## src/rtl/core/sfsc_pkg.sv

```systemverilog
// Shared constants and types for the sampled frame snap capture unit.
package sfsc_pkg;

    localparam int SNAP_BYTES = 64;
    localparam int CNT_W = $clog2(SNAP_BYTES + 1);
    localparam int WORDS = (SNAP_BYTES + 1) / 2;
    localparam int WIDX_W = (WORDS > 1) ? $clog2(WORDS) : 1;
    localparam int MEM_DEPTH = 2 * (2 ** WIDX_W);

    localparam logic [15:0] LEN_MAX = 16'hFFFF;
    localparam logic [15:0] RATE_RESET = 16'd10;
    localparam logic [CNT_W-1:0] SNAP_COUNT = CNT_W'(SNAP_BYTES);

    localparam logic [1:0] BYTES_ONE = 2'd1;
    localparam logic [1:0] BYTES_TWO = 2'd2;

    // One finished record waiting for the back end.
    typedef struct packed {
        logic [15:0]      len;
        logic [CNT_W-1:0] cnt;
    } sfsc_desc_t;

    // One byte write into the capture store.
    typedef struct packed {
        logic              en;
        logic              bank;
        logic [WIDX_W-1:0] widx;
        logic              hi_lane;
        logic [7:0]        data;
    } sfsc_wr_t;

endpackage

```

## src/rtl/core/sfsc_front.sv

```systemverilog
// Front end: sampling countdown, length counting and byte capture.
module sfsc_front (
    input  logic                clk,
    input  logic                rst_n,
    input  logic                accept,
    input  logic [7:0]          frame_byte,
    input  logic                frame_end,
    input  logic                cfg_we,
    input  logic [15:0]         cfg_wdata,
    input  logic                bank,
    output sfsc_pkg::sfsc_wr_t  wr,
    output logic                desc_push,
    output sfsc_pkg::sfsc_desc_t desc
);
    import sfsc_pkg::*;

    logic [15:0]      rate_reg, rate_next;
    logic [15:0]      countdown_reg, countdown_next;
    logic             mid_frame_reg, mid_frame_next;
    logic             taking_reg, taking_next;
    logic [15:0]      len_reg, len_next;
    logic [CNT_W-1:0] cnt_reg, cnt_next;

    logic             eff_take;
    logic [15:0]      eff_len;
    logic [CNT_W-1:0] eff_cnt;

    always_comb
    begin
        rate_next      = cfg_we ? cfg_wdata : rate_reg;
        countdown_next = countdown_reg;
        mid_frame_next = mid_frame_reg;
        taking_next    = taking_reg;
        len_next       = len_reg;
        cnt_next       = cnt_reg;
        eff_take       = taking_reg;
        eff_len        = len_reg;
        eff_cnt        = cnt_reg;
        wr             = '0;
        desc_push      = 1'b0;
        desc.len       = '0;
        desc.cnt       = '0;

        if (accept)
        begin
            if (!mid_frame_reg)
            begin
                if (countdown_reg > 16'd1)
                begin
                    countdown_next = countdown_reg - 16'd1;
                    eff_take       = 1'b0;
                end
                else
                begin
                    countdown_next = rate_reg;
                    eff_take       = 1'b1;
                    eff_len        = '0;
                    eff_cnt        = '0;
                end
            end

            len_next    = eff_len;
            cnt_next    = eff_cnt;
            taking_next = eff_take;

            if (eff_take)
            begin
                if (eff_len != LEN_MAX)
                begin
                    len_next = eff_len + 16'd1;
                end
                if (eff_cnt < SNAP_COUNT)
                begin
                    wr.en      = 1'b1;
                    wr.bank    = bank;
                    wr.widx    = WIDX_W'(eff_cnt >> 1);
                    wr.hi_lane = ~eff_cnt[0];
                    wr.data    = frame_byte;
                    cnt_next   = eff_cnt + CNT_W'(1);
                end
            end

            mid_frame_next = ~frame_end;

            if (frame_end && eff_take)
            begin
                desc_push   = 1'b1;
                desc.len    = len_next;
                desc.cnt    = cnt_next;
                taking_next = 1'b0;
            end
        end
    end

    always_ff @(posedge clk or negedge rst_n)
    begin
        if (!rst_n)
        begin
            rate_reg      <= RATE_RESET;
            countdown_reg <= 16'd1;
            mid_frame_reg <= 1'b0;
            taking_reg    <= 1'b0;
            len_reg       <= '0;
            cnt_reg       <= '0;
        end
        else
        begin
            rate_reg      <= rate_next;
            countdown_reg <= countdown_next;
            mid_frame_reg <= mid_frame_next;
            taking_reg    <= taking_next;
            len_reg       <= len_next;
            cnt_reg       <= cnt_next;
        end
    end

endmodule

```

## src/rtl/core/sfsc_desc_queue.sv

```systemverilog
// Two-entry queue of finished record descriptors; each entry owns one store bank.
module sfsc_desc_queue (
    input  logic                 clk,
    input  logic                 rst_n,
    input  logic                 push,
    input  sfsc_pkg::sfsc_desc_t push_desc,
    input  logic                 pop,
    output logic                 full,
    output logic                 wr_bank,
    output logic                 head_valid,
    output logic                 rd_bank,
    output sfsc_pkg::sfsc_desc_t head
);
    import sfsc_pkg::*;

    sfsc_desc_t entry_reg [2];
    logic       wr_ptr_reg, rd_ptr_reg;
    logic [1:0] count_reg;

    assign full       = (count_reg == 2'd2);
    assign head_valid = (count_reg != 2'd0);
    assign wr_bank    = wr_ptr_reg;
    assign rd_bank    = rd_ptr_reg;
    assign head       = entry_reg[rd_ptr_reg];

    always_ff @(posedge clk)
    begin
        if (push)
        begin
            entry_reg[wr_ptr_reg] <= push_desc;
        end
    end

    always_ff @(posedge clk or negedge rst_n)
    begin
        if (!rst_n)
        begin
            wr_ptr_reg <= 1'b0;
            rd_ptr_reg <= 1'b0;
            count_reg  <= 2'd0;
        end
        else
        begin
            if (push)
            begin
                wr_ptr_reg <= ~wr_ptr_reg;
            end
            if (pop)
            begin
                rd_ptr_reg <= ~rd_ptr_reg;
            end
            if (push && !pop)
            begin
                count_reg <= count_reg + 2'd1;
            end
            else if (pop && !push)
            begin
                count_reg <= count_reg - 2'd1;
            end
        end
    end

endmodule

```

## src/rtl/core/sfsc_back.sv

```systemverilog
// Back end: capture store and the sequencer that emits record words.
module sfsc_back (
    input  logic                 clk,
    input  logic                 rst_n,
    input  sfsc_pkg::sfsc_wr_t   wr,
    input  logic                 head_valid,
    input  logic                 rd_bank,
    input  sfsc_pkg::sfsc_desc_t head,
    output logic                 done,
    output logic                 empty,
    input  logic                 pop,
    output logic [15:0]          record_word,
    output logic [1:0]           word_bytes,
    output logic                 is_header,
    output logic                 record_last
);
    import sfsc_pkg::*;

    typedef enum logic [1:0] {
        S_IDLE,
        S_FETCH,
        S_EMIT
    } state_t;

    logic [15:0] mem [MEM_DEPTH];
    logic [15:0] rd_data_reg;

    state_t           state_reg, state_next;
    logic [CNT_W-1:0] off_reg, off_next;
    logic             out_valid_reg, out_valid_next;
    logic [15:0]      word_reg, word_next;
    logic [1:0]       bytes_reg, bytes_next;
    logic             hdr_reg, hdr_next;
    logic             last_reg, last_next;

    logic             out_free;
    logic [CNT_W-1:0] remain;
    logic             two;

    always_ff @(posedge clk)
    begin
        if (wr.en)
        begin
            if (wr.hi_lane)
            begin
                mem[{wr.bank, wr.widx}][15:8] <= wr.data;
            end
            else
            begin
                mem[{wr.bank, wr.widx}][7:0] <= wr.data;
            end
        end
        rd_data_reg <= mem[{rd_bank, WIDX_W'(off_reg >> 1)}];
    end

    assign out_free = !out_valid_reg || pop;
    assign remain   = head.cnt - off_reg;
    assign two      = (remain >= CNT_W'(2));

    always_comb
    begin
        state_next     = state_reg;
        off_next       = off_reg;
        out_valid_next = out_valid_reg;
        word_next      = word_reg;
        bytes_next     = bytes_reg;
        hdr_next       = hdr_reg;
        last_next      = last_reg;
        done           = 1'b0;

        if (pop && out_valid_reg)
        begin
            out_valid_next = 1'b0;
        end

        unique case (state_reg)
            S_IDLE:
            begin
                if (head_valid && out_free)
                begin
                    out_valid_next = 1'b1;
                    word_next      = head.len;
                    bytes_next     = BYTES_TWO;
                    hdr_next       = 1'b1;
                    last_next      = (head.cnt == '0);
                    off_next       = '0;
                    if (head.cnt == '0)
                    begin
                        done = 1'b1;
                    end
                    else
                    begin
                        state_next = S_FETCH;
                    end
                end
            end
            S_FETCH:
            begin
                state_next = S_EMIT;
            end
            S_EMIT:
            begin
                if (out_free)
                begin
                    out_valid_next = 1'b1;
                    word_next      = two ? rd_data_reg : {rd_data_reg[15:8], 8'h00};
                    bytes_next     = two ? BYTES_TWO : BYTES_ONE;
                    hdr_next       = 1'b0;
                    last_next      = (remain <= CNT_W'(2));
                    if (remain <= CNT_W'(2))
                    begin
                        done       = 1'b1;
                        state_next = S_IDLE;
                    end
                    else
                    begin
                        off_next   = off_reg + CNT_W'(2);
                        state_next = S_FETCH;
                    end
                end
            end
            default:
            begin
                state_next = S_IDLE;
            end
        endcase
    end

    always_ff @(posedge clk or negedge rst_n)
    begin
        if (!rst_n)
        begin
            state_reg     <= S_IDLE;
            off_reg       <= '0;
            out_valid_reg <= 1'b0;
        end
        else
        begin
            state_reg     <= state_next;
            off_reg       <= off_next;
            out_valid_reg <= out_valid_next;
        end
    end

    always_ff @(posedge clk)
    begin
        word_reg  <= word_next;
        bytes_reg <= bytes_next;
        hdr_reg   <= hdr_next;
        last_reg  <= last_next;
    end

    assign empty       = !out_valid_reg;
    assign record_word = word_reg;
    assign word_bytes  = bytes_reg;
    assign is_header   = hdr_reg;
    assign record_last = last_reg;

endmodule

```

## src/rtl/core/sampled_frame_snap_capture_unit.sv

```systemverilog
// Top level of the sampled frame snap capture unit.
//
// Frames enter one byte per transaction, each byte with an end-of-frame mark,
// and the input side accepts a byte in every cycle while full is low. At the
// first byte of each frame a countdown reloaded from sample_rate selects one
// frame in sample_rate (a rate of zero or one samples every frame, and the
// first frame after reset is always sampled). For a sampled frame the unit
// counts the length, saturating at 65535, and keeps the first SNAP_BYTES
// bytes in one of two banks of a capture store. When the frame ends, a
// descriptor for the record enters a two-entry queue and the next sampled
// frame fills the other bank, so capture continues while the record drains.
// full rises only while two finished records are still waiting, because
// both banks are then owned by the back end. The back end emits each record
// as a header transaction carrying the length and then big-endian byte pairs,
// the final one marked with record_last; an odd final byte comes with a zero
// low half and word_bytes of one. The header is loaded straight into the
// output register; each data word takes a store read and then a load of the
// output register, and a stalled consumer holds the next load back. The
// sample_rate register is written through cfg_we and cfg_wdata; the user is
// to write it only while the unit is idle, which the unit does not enforce.
// A new rate is only picked up when the countdown next reloads, so frames
// still counted down under the old rate come first.
module sampled_frame_snap_capture_unit (
    input  logic        clk,
    input  logic        rst_n,
    input  logic        push,
    output logic        full,
    input  logic [7:0]  frame_byte,
    input  logic        frame_end,
    input  logic        cfg_we,
    input  logic [15:0] cfg_wdata,
    output logic        empty,
    input  logic        pop,
    output logic [15:0] record_word,
    output logic [1:0]  word_bytes,
    output logic        is_header,
    output logic        record_last
);
    import sfsc_pkg::*;

    logic       accept;
    sfsc_wr_t   wr;
    logic       desc_push;
    sfsc_desc_t push_desc;
    logic       wr_bank;
    logic       head_valid;
    logic       rd_bank;
    sfsc_desc_t head;
    logic       done;

    assign accept = push && !full;

    // Front end classifies each byte and writes the kept bytes.
    sfsc_front u_front (
        .clk        (clk),
        .rst_n      (rst_n),
        .accept     (accept),
        .frame_byte (frame_byte),
        .frame_end  (frame_end),
        .cfg_we     (cfg_we),
        .cfg_wdata  (cfg_wdata),
        .bank       (wr_bank),
        .wr         (wr),
        .desc_push  (desc_push),
        .desc       (push_desc)
    );

    // The queue entry index doubles as the bank of the capture store.
    sfsc_desc_queue u_queue (
        .clk        (clk),
        .rst_n      (rst_n),
        .push       (desc_push),
        .push_desc  (push_desc),
        .pop        (done),
        .full       (full),
        .wr_bank    (wr_bank),
        .head_valid (head_valid),
        .rd_bank    (rd_bank),
        .head       (head)
    );

    // Back end walks the oldest record and presents its words.
    sfsc_back u_back (
        .clk         (clk),
        .rst_n       (rst_n),
        .wr          (wr),
        .head_valid  (head_valid),
        .rd_bank     (rd_bank),
        .head        (head),
        .done        (done),
        .empty       (empty),
        .pop         (pop),
        .record_word (record_word),
        .word_bytes  (word_bytes),
        .is_header   (is_header),
        .record_last (record_last)
    );

    // A record always holds at least one data word, so the header is never last.
    assert property (@(posedge clk) disable iff (!rst_n)
        (!empty && is_header) |-> !record_last)
        else $error("header word marked as last");

    // A single-byte word only ends a record and carries a zero low half.
    assert property (@(posedge clk) disable iff (!rst_n)
        (!empty && word_bytes == BYTES_ONE) |-> (record_last && record_word[7:0] == 8'h00))
        else $error("odd word not final or low half not zero");

    // Data words report one or two bytes, and the header always two.
    assert property (@(posedge clk) disable iff (!rst_n)
        !empty |-> (word_bytes == BYTES_TWO || (word_bytes == BYTES_ONE && !is_header)))
        else $error("bad byte count on record word");

    // The front end never writes the bank that the back end is draining.
    assert property (@(posedge clk) disable iff (!rst_n)
        (wr.en && head_valid) |-> (wr.bank != rd_bank))
        else $error("capture write into bank being drained");

    // A descriptor is never pushed into a full queue.
    assert property (@(posedge clk) disable iff (!rst_n)
        desc_push |-> !full)
        else $error("descriptor pushed while queue full");

endmodule

```

## config.mk

```make
export PLATFORM = sky130hd
export DESIGN_NAME = sampled_frame_snap_capture_unit
export DESIGN_NICKNAME = d
export VERILOG_FILES = /design/src/rtl/core/sfsc_pkg.sv /design/src/rtl/core/sfsc_front.sv /design/src/rtl/core/sfsc_desc_queue.sv /design/src/rtl/core/sfsc_back.sv /design/src/rtl/core/sampled_frame_snap_capture_unit.sv
export SDC_FILE = /design/constraint.sdc
export NUM_CORES = 1
export LEC_CHECK = 0
export BUFFER_PORTS_ARGS = -buffer_cell sky130_fd_sc_hd__buf_4
export CAP_MARGIN = 30
export CORE_MARGIN = 4
export CORE_UTILIZATION = 40
export CTS_CLUSTER_DIAMETER = 80
export DETAILED_ROUTE_END_ITERATION = 16
export SYNTH_ARGS = -nofsm -noshare
export SYNTH_HDL_FRONTEND = slang
export SYNTH_SLANG_ARGS = --single-unit
```

## constraint.sdc

```tcl
create_clock -name clk -period 9.6 [get_ports clk]
set_clock_uncertainty 0.15 [all_clocks]
set_input_delay 2.88 -clock clk [delete_from_list [all_inputs] [get_ports clk]]
set_output_delay 2.88 -clock clk [all_outputs]
set_load 0.01 [all_outputs]
```

==> impl_metrics.yaml <==
run_status:
  status: "completed"
logic_synthesis:
  syn-cell-area_sq_mm: 0.04654
  syn_area_per_cell_sq_um: 20.35
  ys_ff_latch: 1176
  ys_seq_area_share_pct: 74.78
  yosysWarnings: 0
  synth_edf_count: 1090
  synthArstFlopShare_pct: 5.952
  synthCells: 2287
  ys.flop_type: "edfxtp_1"
  yosysUniqueCellTypes: 64
  synth.net_count: 2330
routing:
  vias: 23120
  wl_per_cell_um: 27.74
  dr.pass1.iters: 5
  vias_per_cell: 5.795
  route.final.wire_length_um: 110700
  detail-route-antenna-nets: 0
  drt-initial-drc-count: 2715
  drc_errors: 0
worst_setup_path:
  cp-end-kind: "flop"
  cp.required_ns: 9.76
  reg2reg_from: "u_front.countdown_reg[11]$_DFFE_PN0P_"
  regToRegEndpoint: "u_back.mem[17][12]$_DFFE_PP_"
  arrival_ns: 5.51
  setup.worst_path.start_class: "input pin"
  path_max_fanout: 24
  rr_worst_depth: 9
  crit_type: "input pin to flop"
  reg2reg_setup_slack_ns: 4.55
clocking:
  clock-sinks: 1176
  cts_resized: 0
  cts_setup_buffers: 0
  clock_latency_ns: 0.70
  clockBufferDepth: 3
  clockRootBuffer: "clkbuf_16"
  tritoncts: "built"
  htree_levels: 3
  path_clk_slew_ns: 0.06
  cts_hold_buf: 0
  cts_buffers: 115
place:
  post_dp_cell_area_sq_mm: 0.04876
  dpl.hpwl_um: 68450
  io_buffers: 51
  gp_congestion: 0.8343
finish:
  final_common_cell: "edfxtp_1"
  largest_register_ffs: 1024
  final_area_sq_mm: 0.05252
  fillCellCount: 9348
  num-nets-final: 2418
  layout-drive-gt1-share_pct: 26.08
  final_cell_mix: "edfxtp_1 (1,090), mux4_2 (336), nor2_1 (186)"
  area_delta_synth_final_pct: 12.84
  postLayoutCoreUtil_pct: 45.68
sta:
  fin_crit_ns: 5.354
  tns_ns: 0
  finalSetupViolCount: 0
  worst_slew_pin_slew_ns: 1.032
  slew_headroom_pct: 31.18
  finalHoldViolCount: 0
  max_freq_mhz: 186.8
  rsz0062_at_grt: "false"
  finalCritPeriodShare_pct: 55.77
  whs_ns: 0.3623
  final_max_slew_viol_count: 0
worst_hold_path:
  hold_path_class: "flop to flop"
  min_path_cells: 1
  worstHoldStart: "u_front.rate_reg[7]$_DFFE_PN0P_"
  min_to: "u_front.rate_reg[7]$_DFFE_PN0P_"
grt:
  grt_pass1_wl_um: 164700
  grt_max_degree: 158
  grtUsageTotal_pct: 18.26
  antenna_found_initial: 1
  grt_pass1_vias: 23380
  overflow: 0
pwr:
  ir_drop_mv: 0.1721
  p_per_area_mw_per_mm2: 226.6
  power_uw: 11900
  p_leak_uw: 0.01377
floorplanning:
  die_x_um: 349.1
  rows: 124
  chipHeight_um: 349.1
  die_area_sq_mm: 0.1219
  ios: 52
  core_sq_mm: 0.1150
  start_util_pct: 40.49
run:
  max-cap-violations: 0
## cells in the mapped netlist, drive strengths merged (6+ instances only)
cell type	number	area, sq um
mux4	336	7567
a21oi	42	217.7
nand4	12	75.07
clkbuf	74	277.8
buf	47	235.2
ha	12	150.1
a31oi	8	50.05
mux2i	21	210.2
dfxtp	16	320.3
edfxtp	1090	32730
nor3	22	110.1
dfrtp	67	1677
o22ai	13	81.33
and3	10	62.56
and2	17	106.4
nor2b	7	43.79
inv	25	93.84
xnor2	8	70.07
nor4	6	43.79
nand3	25	125.1
nor2	187	701.9
o31ai	6	45.04
nand2	71	266.5
o21ai	61	305.3
xor2	12	105.1
mux2	23	259.0
## through the flow
step	cells	setup WS, ns
2_1_floorplan	2287	3.966
3_3_place_gp	3764	3.301
3_5_place_dp	3769	3.593
4_1_cts	3988	4.320
5_1_grt	3989	4.112
6_report	3990	4.246
## kinds of logic (layout without fill, tap and decap cells)
kind of cell / Yosys count / after routing / synth area share (%)
compound gates: 166 / 166 / 2.143
mux: 380 / 380 / 17.27
other cells: 1 / 2 / 0.008057
fa+ha+maj: 13 / 13 / 0.3656
simple gates: 385 / 385 / 3.755
flops: 1176 / 1176 / 74.78
xor+xnor: 20 / 20 / 0.3763
buf+inv: 146 / 336 / 1.304
## how the worst max path moves through the flow
stage          start                     endpoint  slack, ns  cells after the start
2_1_floorplan   push   u_back.mem[0][0]$_DFFE_PP_       3.97                      3
5_1_grt         push   u_back.mem[4][9]$_DFFE_PP_       4.11                      7
3_5_place_dp    push  u_back.mem[4][12]$_DFFE_PP_       3.59                      7
6_report        push   u_back.mem[4][9]$_DFFE_PP_       4.25                      7
4_1_cts         push   u_back.mem[4][9]$_DFFE_PP_       4.32                      7
3_3_place_gp    push  u_back.mem[63][9]$_DFFE_PP_       3.30                      7
## power breakdown
group	total, uW	leakage, uW	internal, uW	switching (uW)
clock	4430	0.00180	2540	1890
combinational	1720	0.00301	769	948
sequential	5750	0.00896	5650	106
## routing by layer
layer	track usage, %	routed length (um)	vias to the layer above
met5	0	0	-
met4	4.245	2299	0
met3	3.303	8545	141
met2	28.69	52860	1033
met1	26.82	46960	12350
li1	-	-	9596
## area by class of cell
cell class / count / area, sq um / area share, %
clock inverters: 68 / 641.9 / 1.222
well taps: 1512 / 1892 / 3.602
clock buffers: 151 / 3087 / 5.877
inverters: 25 / 96.34 / 0.1834
repair buffers: 92 / 798.3 / 1.520
flip-flops and latches: 1176 / 34820 / 66.29
multi-input cells: 965 / 11190 / 21.30
diodes: 1 / 2.502 / 0.004765
## worst max-delay path, cell delays in order
cell,delay (ns)
buf_4,0.09
nand2_1,0.05
buf_4,0.23
nor3_1,0.36
nand3b_1,0.71
buf_4,0.52
nor2_1,0.64
Note: power is estimated with default switching activity, not from simulation.
